### src/design/bq_pkg.sv
// ----------------------------------------------------------------------------
// Biquad package
// Widths, register indexes and the command word that the controller sends
// to the datapath of the transposed direct form II biquad section.
// ----------------------------------------------------------------------------
package bq_pkg;

	localparam int SAMPLE_BITS  = 24;
	localparam int COEF_BITS    = 24;
	localparam int DELAY_BITS   = SAMPLE_BITS + COEF_BITS;
	localparam int PROD_BITS    = SAMPLE_BITS + COEF_BITS;
	localparam int OUT_SHIFT    = COEF_BITS - 4;
	localparam int ACC_BITS     = 64;
	localparam int SUM_BITS     = ACC_BITS + 2;
	localparam int CFG_IDX_BITS = 3;

	localparam logic [CFG_IDX_BITS-1:0] REG_FF_COEF0 = CFG_IDX_BITS'(0);
	localparam logic [CFG_IDX_BITS-1:0] REG_FF_COEF1 = CFG_IDX_BITS'(1);
	localparam logic [CFG_IDX_BITS-1:0] REG_FF_COEF2 = CFG_IDX_BITS'(2);
	localparam logic [CFG_IDX_BITS-1:0] REG_FB_COEF1 = CFG_IDX_BITS'(3);
	localparam logic [CFG_IDX_BITS-1:0] REG_FB_COEF2 = CFG_IDX_BITS'(4);

	typedef struct packed {
		logic signed [COEF_BITS-1:0] ff0;
		logic signed [COEF_BITS-1:0] ff1;
		logic signed [COEF_BITS-1:0] ff2;
		logic signed [COEF_BITS-1:0] fb1;
		logic signed [COEF_BITS-1:0] fb2;
	} coef_t;

	typedef enum logic [2:0] {
		MUL_NONE,
		MUL_IN_FF0,
		MUL_X_FF1,
		MUL_Y_FB1,
		MUL_X_FF2,
		MUL_Y_FB2
	} mul_sel_t;

	typedef enum logic [2:0] {
		ACC_HOLD,
		ACC_PROD_D1,
		ACC_ROUND,
		ACC_PROD_D2,
		ACC_SUB_PROD,
		ACC_LOAD_PROD
	} acc_op_t;

	typedef struct packed {
		mul_sel_t mul_sel;
		acc_op_t  acc_op;
		logic     load_x;
		logic     load_y;
		logic     wr_d1;
		logic     wr_d2;
	} cmd_t;

endpackage

### src/design/bq_coef_regs.sv
// ----------------------------------------------------------------------------
// Biquad coefficient registers
// Five signed coefficients written through a plain write port.
// ----------------------------------------------------------------------------
module bq_coef_regs import bq_pkg::*; (
	input  logic                    clk,
	input  logic                    arst_n,
	input  logic                    cfg_we,
	input  logic [CFG_IDX_BITS-1:0] cfg_index,
	input  logic [COEF_BITS-1:0]    cfg_data,
	output coef_t                   coef
);

	coef_t coef_q;

	always_ff @(posedge clk or negedge arst_n) begin
		if (!arst_n) begin
			coef_q <= '0;
		end else if (cfg_we) begin
			unique case (cfg_index)
				REG_FF_COEF0: coef_q.ff0 <= cfg_data;
				REG_FF_COEF1: coef_q.ff1 <= cfg_data;
				REG_FF_COEF2: coef_q.ff2 <= cfg_data;
				REG_FB_COEF1: coef_q.fb1 <= cfg_data;
				REG_FB_COEF2: coef_q.fb2 <= cfg_data;
				default: ;
			endcase
		end
	end

	assign coef = coef_q;

endmodule

### src/design/bq_datapath.sv
// ----------------------------------------------------------------------------
// Biquad datapath
// One shared multiplier, one saturating accumulator and the two delay
// registers, driven step by step by the controller's command word.
// ----------------------------------------------------------------------------
module bq_datapath import bq_pkg::*; (
	input  logic                          clk,
	input  logic                          arst_n,
	input  cmd_t                          cmd,
	input  coef_t                         coef,
	input  logic signed [SAMPLE_BITS-1:0] sample_in,
	output logic signed [SAMPLE_BITS-1:0] sample_out
);

	logic signed [SAMPLE_BITS-1:0] x_q;
	logic signed [SAMPLE_BITS-1:0] y_q;
	logic signed [PROD_BITS-1:0]   prod_q;
	logic signed [ACC_BITS-1:0]    acc_q;
	logic signed [DELAY_BITS-1:0]  d1_q;
	logic signed [DELAY_BITS-1:0]  d2_q;

	logic signed [SAMPLE_BITS-1:0] mul_a;
	logic signed [COEF_BITS-1:0]   mul_b;
	logic signed [PROD_BITS-1:0]   mul_p;
	logic signed [SUM_BITS-1:0]    prod_ext;
	logic signed [SUM_BITS-1:0]    op_a;
	logic signed [SUM_BITS-1:0]    op_b;
	logic signed [SUM_BITS-1:0]    sum;
	logic signed [ACC_BITS-1:0]    acc_sat;
	logic signed [SAMPLE_BITS-1:0] y_next;
	logic [ACC_BITS-SAMPLE_BITS-OUT_SHIFT:0] y_hi;

	localparam logic signed [SUM_BITS-1:0] HALF_LSB = SUM_BITS'(1) << (OUT_SHIFT - 1);

	// Saturate the wide sum to the 64-bit accumulator range.
	function automatic logic signed [ACC_BITS-1:0] sat_acc(input logic signed [SUM_BITS-1:0] v);
		logic [SUM_BITS-ACC_BITS:0] top;
		top = v[SUM_BITS-1:ACC_BITS-1];
		if (&top || ~|top)
			return v[ACC_BITS-1:0];
		return {v[SUM_BITS-1], {(ACC_BITS-1){~v[SUM_BITS-1]}}};
	endfunction

	// Clamp an accumulator value to the delay register range.
	function automatic logic signed [DELAY_BITS-1:0] clamp_delay(
		input logic signed [ACC_BITS-1:0] v);
		logic [ACC_BITS-DELAY_BITS:0] top;
		top = v[ACC_BITS-1:DELAY_BITS-1];
		if (&top || ~|top)
			return v[DELAY_BITS-1:0];
		return {v[ACC_BITS-1], {(DELAY_BITS-1){~v[ACC_BITS-1]}}};
	endfunction

	always_comb begin
		mul_a = '0;
		mul_b = '0;
		unique case (cmd.mul_sel)
			MUL_IN_FF0: begin mul_a = sample_in; mul_b = coef.ff0; end
			MUL_X_FF1:  begin mul_a = x_q;       mul_b = coef.ff1; end
			MUL_Y_FB1:  begin mul_a = y_q;       mul_b = coef.fb1; end
			MUL_X_FF2:  begin mul_a = x_q;       mul_b = coef.ff2; end
			MUL_Y_FB2:  begin mul_a = y_q;       mul_b = coef.fb2; end
			default: ;
		endcase
	end

	assign mul_p    = mul_a * mul_b;
	assign prod_ext = {{(SUM_BITS-PROD_BITS){prod_q[PROD_BITS-1]}}, prod_q};

	always_comb begin
		op_a = {{(SUM_BITS-ACC_BITS){acc_q[ACC_BITS-1]}}, acc_q};
		op_b = '0;
		unique case (cmd.acc_op)
			ACC_PROD_D1: begin
				op_a = prod_ext;
				op_b = {{(SUM_BITS-DELAY_BITS){d1_q[DELAY_BITS-1]}}, d1_q};
			end
			ACC_ROUND:    op_b = HALF_LSB;
			ACC_PROD_D2: begin
				op_a = prod_ext;
				op_b = {{(SUM_BITS-DELAY_BITS){d2_q[DELAY_BITS-1]}}, d2_q};
			end
			ACC_SUB_PROD: op_b = SUM_BITS'(0) - prod_ext;
			ACC_LOAD_PROD: begin
				op_a = prod_ext;
			end
			default: ;
		endcase
	end

	assign sum     = op_a + op_b;
	assign acc_sat = sat_acc(sum);

	// Floor shift of the rounded accumulator, then clamp to the sample range.
	assign y_hi = acc_q[ACC_BITS-1:SAMPLE_BITS-1+OUT_SHIFT];
	assign y_next = (&y_hi || ~|y_hi) ? acc_q[SAMPLE_BITS-1+OUT_SHIFT:OUT_SHIFT]
		: {acc_q[ACC_BITS-1], {(SAMPLE_BITS-1){~acc_q[ACC_BITS-1]}}};

	always_ff @(posedge clk) begin
		if (cmd.load_x)
			x_q <= sample_in;
		if (cmd.load_y)
			y_q <= y_next;
		if (cmd.mul_sel != MUL_NONE)
			prod_q <= mul_p;
		if (cmd.acc_op != ACC_HOLD)
			acc_q <= acc_sat;
	end

	always_ff @(posedge clk or negedge arst_n) begin
		if (!arst_n) begin
			d1_q <= '0;
			d2_q <= '0;
		end else begin
			if (cmd.wr_d1)
				d1_q <= clamp_delay(acc_q);
			if (cmd.wr_d2)
				d2_q <= clamp_delay(acc_sat);
		end
	end

	assign sample_out = y_q;

endmodule

### src/design/bq_ctrl.sv
// ----------------------------------------------------------------------------
// Biquad controller
// Steps one sample through the shared multiplier and accumulator and owns
// both handshakes.
// ----------------------------------------------------------------------------
module bq_ctrl import bq_pkg::*; (
	input  logic clk,
	input  logic arst_n,
	input  logic x_valid,
	output logic x_ready,
	output logic y_valid,
	input  logic y_ready,
	output cmd_t cmd
);

	typedef enum logic [7:0] {
		ST_IDLE    = 8'b0000_0001,
		ST_ADD_D1  = 8'b0000_0010,
		ST_ADD_RND = 8'b0000_0100,
		ST_OUT_Y   = 8'b0000_1000,
		ST_ADD_D2  = 8'b0001_0000,
		ST_SUB_FB1 = 8'b0010_0000,
		ST_SAVE_N1 = 8'b0100_0000,
		ST_SUB_FB2 = 8'b1000_0000
	} state_t;

	state_t state_q, state_d;
	logic   y_valid_q;
	logic   out_free;

	assign out_free = !y_valid_q || y_ready;
	assign x_ready  = (state_q == ST_IDLE);

	always_comb begin
		state_d     = state_q;
		cmd         = '0;
		cmd.mul_sel = MUL_NONE;
		cmd.acc_op  = ACC_HOLD;
		unique case (state_q)
			ST_IDLE: begin
				if (x_valid) begin
					cmd.mul_sel = MUL_IN_FF0;
					cmd.load_x  = 1'b1;
					state_d     = ST_ADD_D1;
				end
			end
			ST_ADD_D1: begin
				cmd.acc_op = ACC_PROD_D1;
				state_d    = ST_ADD_RND;
			end
			ST_ADD_RND: begin
				cmd.acc_op = ACC_ROUND;
				state_d    = ST_OUT_Y;
			end
			ST_OUT_Y: begin
				// The output register doubles as the y operand, so it may only
				// be reloaded once the previous word has left.
				if (out_free) begin
					cmd.load_y  = 1'b1;
					cmd.mul_sel = MUL_X_FF1;
					state_d     = ST_ADD_D2;
				end
			end
			ST_ADD_D2: begin
				cmd.acc_op  = ACC_PROD_D2;
				cmd.mul_sel = MUL_Y_FB1;
				state_d     = ST_SUB_FB1;
			end
			ST_SUB_FB1: begin
				cmd.acc_op  = ACC_SUB_PROD;
				cmd.mul_sel = MUL_X_FF2;
				state_d     = ST_SAVE_N1;
			end
			ST_SAVE_N1: begin
				cmd.wr_d1   = 1'b1;
				cmd.acc_op  = ACC_LOAD_PROD;
				cmd.mul_sel = MUL_Y_FB2;
				state_d     = ST_SUB_FB2;
			end
			ST_SUB_FB2: begin
				cmd.acc_op = ACC_SUB_PROD;
				cmd.wr_d2  = 1'b1;
				state_d    = ST_IDLE;
			end
			default: state_d = ST_IDLE;
		endcase
	end

	always_ff @(posedge clk or negedge arst_n) begin
		if (!arst_n) begin
			state_q   <= ST_IDLE;
			y_valid_q <= 1'b0;
		end else begin
			state_q <= state_d;
			if (cmd.load_y)
				y_valid_q <= 1'b1;
			else if (y_ready)
				y_valid_q <= 1'b0;
		end
	end

	assign y_valid = y_valid_q;

endmodule

### src/design/biquad_df2t_filter.sv
// A sample word accepted while idle is multiplied, added to the first delay, rounded
// and loaded into the output register. A new sample is taken only back in idle, as
// the single shared multiplier forms all five products of a sample in turn.
// A waiting output word holds the next sample only at its output step.
// Reset (arst_n low, asynchronous) clears the coefficients, both delay registers,
// the controller state and the output valid flag.
// ----------------------------------------------------------------------------
// Biquad filter section, transposed direct form II
// Fixed-point second-order IIR with saturating accumulation and output.
// ----------------------------------------------------------------------------
module biquad_df2t_filter import bq_pkg::*; (
	input  logic                          clk,
	input  logic                          arst_n,
	input  logic                          x_valid,
	output logic                          x_ready,
	input  logic signed [SAMPLE_BITS-1:0] sample_in,
	output logic                          y_valid,
	input  logic                          y_ready,
	output logic signed [SAMPLE_BITS-1:0] sample_out,
	input  logic                          cfg_we,
	input  logic [CFG_IDX_BITS-1:0]       cfg_index,
	input  logic [COEF_BITS-1:0]          cfg_data
);

	cmd_t  cmd;
	coef_t coef;

	bq_coef_regs u_coef (
		.clk       (clk),
		.arst_n    (arst_n),
		.cfg_we    (cfg_we),
		.cfg_index (cfg_index),
		.cfg_data  (cfg_data),
		.coef      (coef)
	);

	bq_ctrl u_ctrl (
		.clk     (clk),
		.arst_n  (arst_n),
		.x_valid (x_valid),
		.x_ready (x_ready),
		.y_valid (y_valid),
		.y_ready (y_ready),
		.cmd     (cmd)
	);

	bq_datapath u_dp (
		.clk        (clk),
		.arst_n     (arst_n),
		.cmd        (cmd),
		.coef       (coef),
		.sample_in  (sample_in),
		.sample_out (sample_out)
	);

`ifndef NO_ASSERTIONS
	// An accepted word occupies the datapath for the following cycle.
	a_busy_after_accept: assert property (@(posedge clk) disable iff (!arst_n)
		(x_valid && x_ready) |=> !x_ready)
		else $error("input accepted again right after an accept");

	// The result register is never overwritten while a word still waits in it.
	a_no_overwrite: assert property (@(posedge clk) disable iff (!arst_n)
		cmd.load_y |-> (!y_valid || y_ready))
		else $error("output overwritten before it was taken");

	// Writing the second delay is the last step; the block is idle right after.
	a_done_idle: assert property (@(posedge clk) disable iff (!arst_n)
		cmd.wr_d2 |=> x_ready)
		else $error("controller not idle after the last delay update");

	// While idle the accumulator and delay registers are left alone.
	a_idle_quiet: assert property (@(posedge clk) disable iff (!arst_n)
		x_ready |-> (cmd.acc_op == ACC_HOLD && !cmd.wr_d1 && !cmd.wr_d2))
		else $error("datapath state changed while idle");
`endif

endmodule

### config.mk
export PLATFORM = sky130hd
export DESIGN_NAME = biquad_df2t_filter
export DESIGN_NICKNAME = d
export VERILOG_FILES = /design/src/design/bq_pkg.sv /design/src/design/bq_coef_regs.sv /design/src/design/bq_datapath.sv /design/src/design/bq_ctrl.sv /design/src/design/biquad_df2t_filter.sv
export SDC_FILE = /design/constraint.sdc
export NUM_CORES = 2
export LEC_CHECK = 0
export BUFFER_PORTS_ARGS = -buffer_cell sky130_fd_sc_hd__buf_2
export CAP_MARGIN = 20
export CORE_ASPECT_RATIO = 1.75
export CORE_MARGIN = 3
export CORE_UTILIZATION = 30
export DETAILED_ROUTE_END_ITERATION = 12
export PLACE_DENSITY_LB_ADDON = 0.25
export SLEW_MARGIN = 0
export SYNTH_ARGS = -nofsm -noshare
export SYNTH_HDL_FRONTEND = slang
export SYNTH_SLANG_ARGS = --single-unit
### constraint.sdc
create_clock -name clk -period 14.8 [get_ports clk]
set_input_delay 1.48 -clock clk [delete_from_list [all_inputs] [get_ports clk]]
set_output_delay 1.48 -clock clk [all_outputs]
set_load 0.03 [all_outputs]
=== Word-level counts from Yosys, hierarchy flattened ===
Cells that the tools add are included.

* Bits of input ports: 56
* Bits in registers: 385

* Reductions and logical operators: 32
* Multipliers: 1
* Eq/ne operators: 24
* $add $sub $neg: 2
* Bitwise operators: 3
* Muxes and demuxes: 31

{| class="wikitable"
|+ Operators by type and width
! cell !! number
|-
| one-hot mux 66 bit (4 select lines) || 1
|-
| 2-to-1 mux 48 bit || 4
|-
| 2-to-1 mux 64 bit || 2
|-
| one-hot mux 24 bit (5 select lines) || 1
|-
| one-hot mux 24 bit (3 select lines) || 1
|-
| adder 66 bit || 1
|-
| 2-to-1 mux 66 bit || 1
|-
| one-hot mux 8 bit (7 select lines) || 1
|-
| subtractor 1 x 48 -> 49 bit (first input constant) || 1
|-
| multiplier 24 x 24 -> 48 bit || 1
|-
| AND reduction 17 bit || 2
|-
| OR reduction 17 bit || 2
|-
| one-hot mux 3 bit (5 select lines) || 2
|-
| 2-to-1 mux 24 bit || 1
|-
| AND reduction 21 bit || 1
|-
| OR reduction 21 bit || 1
|-
| == test 3 x 2 -> 1 bit (second input constant) || 6
|-
| 2-to-1 mux 8 bit || 2
|-
| == test 3 bit (second input constant) || 5
|-
| 2-to-1 mux 1 bit || 14
|-
| AND reduction 2 bit || 6
|-
| == test 3 x 1 -> 1 bit (second input constant) || 3
|-
| == test 8 x 1 -> 1 bit (second input constant) || 1
|-
| == test 8 x 2 -> 1 bit (second input constant) || 1
|-
| 18 further kinds || 32
|}

=== Longest topological paths before layout ===
* Depth in word-level cells: 18
* Depth in mapped cells: 40
* Depth with buffers taken out: 35

=== Hierarchy ===
Synthesis repeated with hierarchy kept, for this count alone.

* Cell total of the unflattened synthesis: 4768
* Area, all modules: 44123.6 um2

{| class="wikitable"
|+ By module, submodules not included
! module !! area an instance (um2) !! instances !! seq. area each (um2) !! cells each
|-
| bq_datapath || 39038.7 || 1 || 7206.9 || 4458
|-
| bq_coef_regs || 4555.6 || 1 || 3002.9 || 258
|-
| bq_ctrl || 529.3 || 1 || 226.5 || 52
|}

=== Worst setup path after synthesis ===
No wires, ideal clock.

* Path type: input port to flip-flop
* Start: input y_ready
* End: register u_dp.prod_q[46] (data pin)
* Data arrival time: 10230 ps
* Path slack: 4313 ps
* Stages: 33
* Data required time: 14542 ps
* Cell sequence: nand2b_1 nor2b_1 clkbuf_1 clkbuf_1 buf_1 a22oi_1 nand3_1 clkbuf_1 nand2_1 fa_1 inv_1 fa_1 inv_1 fa_1 fa_1 inv_1 fa_1 fa_1 inv_1 fa_1 inv_1 ha_1 and3_1 a311oi_1 o21ai_0 o31a_1 o21a_1 a211oi_1 nor3_1 o41ai_1 nand2b_1 a21oi_1 xnor2_1

* Longest elaborated chain between the ends: 7
* Elaborated cells between the ends (all ways): 13
* Classes of those cells: 1 x mul; 5 x eq/ne; 4 x mux; 3 x reduce/logical

{| class="wikitable"
|+ Ends and longest elaborated chain
! item !! line !! source
|-
| start: declaration || biquad_df2t_filter.sv:18 || <nowiki>input logic y_ready,</nowiki>
|-
| logical OR 1 bit (*) || bq_ctrl.sv:31 || <nowiki>assign out_free = !y_valid_q || y_ready;</nowiki>
|-
| 2-to-1 mux 2 bit (*) || bq_ctrl.sv:58 || <nowiki>if (out_free) begin</nowiki>
|-
| one-hot mux 3 bit (5 select lines) (*) || bq_ctrl.sv:39 || <nowiki>unique case (state_q)</nowiki>
|-
| == test 3 x 2 -> 1 bit or == test 3 bit (tied branches) || bq_datapath.sv:57 || <nowiki>unique case (cmd.mul_sel)</nowiki>
|-
| OR reduction 2 bit (no line) || - ||
|-
| one-hot mux 24 bit (3 select lines) || bq_datapath.sv:57 ||
|-
| multiplier 24 x 24 -> 48 bit (*) || bq_datapath.sv:67 || <nowiki>assign mul_p = mul_a * mul_b;</nowiki>
|-
| named net u_dp.mul_p[46] || bq_datapath.sv:24 || <nowiki>logic signed [PROD_BITS-1:0] mul_p;</nowiki>
|-
| end signal: assignment || bq_datapath.sv:105 || <nowiki>prod_q <= mul_p;</nowiki>
|-
| end: declaration || bq_datapath.sv:17 || <nowiki>logic signed [PROD_BITS-1:0] prod_q;</nowiki>
|}

Mark *: on every way through the listed nets, which the timed path passes. The rest lies on a longest branch.
A chain may end at the register's enable or synchronous reset.

=== Worst setup path in the final report ===
* Start: register u_ctrl.state_q[5]
* End: register u_dp.prod_q[46] (data pin)

* Longest elaborated chain between the ends: 6
* Elaborated cells between the ends (all ways): 16
* Classes of those cells: 1 x mul; 10 x eq/ne; 3 x mux; 2 x reduce/logical

{| class="wikitable"
|+ Ends and longest elaborated chain
! item !! line !! source
|-
| start: declaration || bq_ctrl.sv:27 || <nowiki>state_t state_q, state_d;</nowiki>
|-
| start signal: assignment || bq_ctrl.sv:94 || <nowiki>state_q <= state_d;</nowiki>
|-
| == test 8 x 7 -> 1 bit (tied with other cells) || bq_ctrl.sv:39 ||
|-
| one-hot mux 3 bit (5 select lines) (*) || bq_ctrl.sv:39 ||
|-
| == test 3 x 2 -> 1 bit or == test 3 bit (tied branches) || bq_datapath.sv:57 ||
|-
| OR reduction 2 bit (no line) || - ||
|-
| one-hot mux 24 bit (3 select lines) || bq_datapath.sv:57 ||
|-
| multiplier 24 x 24 -> 48 bit (*) || bq_datapath.sv:67 ||
|-
| named net u_dp.mul_p[46] || bq_datapath.sv:24 ||
|}

Marked as above.

==> flow_metrics.tcl <==
set metrics [dict create \
    status "complete, no violations" \
    min_path_type "reg2reg" \
    cts-htree-levels 2 \
    ioPinCount 82 \
    synth_edf_count 160 \
    crit_type "reg2reg" \
    clock_latency_ns 0.62 \
    cts_hold_buf 0 \
    syn-cell-area_sq_mm 0.0429 \
    cpMostUsedCell "fa_1" \
    cts_setup_buffers 0 \
    critPathBufInv 5 \
    total_power_mw 6.56 \
    rsz0062_at_grt "false" \
    ys_seq_area_share_pct 24.3 \
    synth_top_cell_by_area "fa_1" \
    syn-instance-count 4707 \
    ir_drop_mv 0.0806 \
    synthFlopType "dfrtp_1" \
    dieArea_sq_mm 0.148 \
    finalSetupTns_ns 0 \
    synthesis.nets 5570 \
    async_reset_ff_share_pct 58.4 \
    gp_congestion 0.953 \
    antenna_found_initial 10 \
    cts_tree "built" \
    cts_root_buffer "clkbuf_16" \
    hold_violations 0 \
    nets 5510 \
    ctsResizeCount 0 \
    vias_per_cell 5.16 \
    critPathSlowestCell "fa_1" \
    cts-root-to-sink-buffers 3 \
    power_density_mw_per_mm2 140 \
    period_minus_slack_ns 11.13 \
    grt_max_degree 95 \
    clk_pin_slew_ns 0.07 \
    synth_seq_cells 385 \
    yosys_warnings 0 \
    cp_top_family "adder cells" \
    ys_types 84 \
    grt_pass1_vias 36600 \
    setup-violations-final 0 \
    critPathMaxFanout 25 \
    fin_skew_ns 0.0449 \
    avgSynthCellArea_sq_um 9.12 \
    finalCritPeriodShare_pct 75.2 \
    die_y_microns 506 \
    drc 0 \
    grt_pass1_wl_mm 226 \
    min_from "u_coef.coef[63]" \
    drive_above_1_share_pct 8.69 \
    wirelength_mm 148 \
    clock_sinks 385 \
    synth.top_cell.area_share_pct 28.4 \
    num_rows 183 \
    startpoint_type "flip-flop" \
    worstMarginPinSlew_ns 1.14 \
    timing.hold.ws_ns 0.504 \
    worst_slack_ns 3.67 \
    drtAntennaViolNets 0 \
    p_leak_nw 21.0 \
    drt_iter0_drc 2104 \
    post-place-ws_ns 3.21 \
    io_buffers 81 \
    wl_per_cell_microns 22.7 \
    finalMaxSlewViolations 0 \
    fin_util_pct 32.9 \
    core_area_sq_mm 0.142 \
    globalRouteOverflowTotal 0 \
    startpoint "u_ctrl.state_q[5]" \
    drtPass1Iterations 6 \
    synthTopCellsByArea "fa_1 (28%), dfrtp_1 (13%), edfxtp_1 (11%), nand2_1 (7.1%), inv_1 (6.3%)" \
    cp_data_required_time_ns 15.16 \
    endpoint_kind "flip-flop" \
    worst_ep_arrival_time_ns 11.49 \
    area_growth_pct 8.88 \
    fmax_mhz 89.9 \
    hpwlAfterDp_mm 117 \
    die-width_microns 292 \
    initial_core_util_pct 30.2 \
    max-cap-violations 0 \
    relSlewSlack_pct 24.0 \
    groute.usage.overall_pct 20.2 \
    vias 33700 \
    numCtsBuffers 44 \
    cpPeakStageDelay_ns 0.73 \
    reg2reg_from "u_ctrl.state_q[5]" \
]
## layout by cell type (no fill, tap or decap), drive strengths merged, types with 19 or more instances in the layout
cell type | netlist | routed
a211oi | 21 | 21
a21o | 43 | 43
a21oi | 173 | 173
a22oi | 105 | 105
and2 | 52 | 52
buf | 44 | 137
clkbuf | 199 | 61
dfrtp | 224 | 224
edfxtp | 160 | 160
fa | 608 | 608
ha | 199 | 199
inv | 715 | 720
mux2 | 122 | 122
nand2 | 811 | 811
nand2b | 24 | 24
nand3 | 30 | 30
nand4 | 51 | 51
nor2 | 378 | 378
nor3 | 52 | 52
nor4 | 20 | 20
o21a | 19 | 19
o21ai | 258 | 258
o22ai | 51 | 51
xnor2 | 73 | 73
xor2 | 73 | 73
## cells by family after synthesis
group	count (synthesis)	share of synthesized area [%]
flip-flops	385	24.3
XOR/XNOR	146	2.98
multiplexers	126	3.29
buffers and inverters	959	8.54
AO/OA/AOI/OAI	770	11.6
adder cells (fa/ha/maj)	807	34.2
AND/OR/NAND/NOR	1514	15.2
## state kept, by name (all words and copies together), names as in the netlist
register / cells
u_coef.coef: 120
u_ctrl.state_q: 8
u_ctrl.y_valid: 1
u_dp.acc_q: 64
u_dp.d1_q: 48
u_dp.d2_q: 48
u_dp.prod_q: 48
u_dp.sample_out: 24
u_dp.x_q: 24
## layout make-up
type,instances,area [sq um]
timing repair buffer,137,848
clock buffer,61,1230
inverter,716,2690
clock inverter,21,254
sequential,385,10400
multi-input combinational,3363,28900
antenna,7,17.5
fill,14700,95500
tap,1850,2310
## cells in the mapped netlist (20+ instances only)
master,instances
a211oi_1,21
a21o_1,43
a21oi_1,170
a22oi_1,105
and2_1,51
clkbuf_1,199
dfrtp_1,224
edfxtp_1,160
fa_1,608
ha_1,199
inv_1,715
mux2_2,122
nand2_1,811
nand2b_1,24
nand3_1,30
nand4_1,51
nor2_1,378
nor3_1,52
nor4_1,20
o21ai_0,226
o21ai_1,30
o22ai_1,21
o22ai_2,30
xnor2_1,73
xor2_1,73
## per-stage QoR
stage,instance area [sq um],cells
after floorplan,42900,4707
after global routing,46700,6534
after global placement,45200,6451
after CTS,46700,6533
after detailed placement,45200,6451
final,46700,6540
## metal layers
layer  GRT usage (%)  wire length, microns  vias to the layer above
met3            2.17                  6120                      393
met4            12.3                 10600                        4
met1            21.8                 53400                    17300
met5               0                    25                        -
li1                -                     -                    15100
met2            37.7                 78100                     1006
## where the power goes
part	total [mW]	switching [mW]	internal [mW]
combinational	3.68	2.35	1.33
sequential	1.73	0.229	1.50
clock	1.15	0.494	0.657
## worst paths after layout
check	to	slack (ns)	cells past startpoint
hold reg to reg	u_coef.coef[63]	0.50	1
min in group asynchronous	u_dp.d2_q[4]	0.84	1
hold / removal	u_coef.coef[63]	0.50	1
setup / recovery	u_dp.prod_q[46]	3.67	32
max in group asynchronous	u_coef.coef[69]	11.74	3
setup reg to reg	u_dp.prod_q[46]	3.67	32
Power figures use the tool's default switching activity.
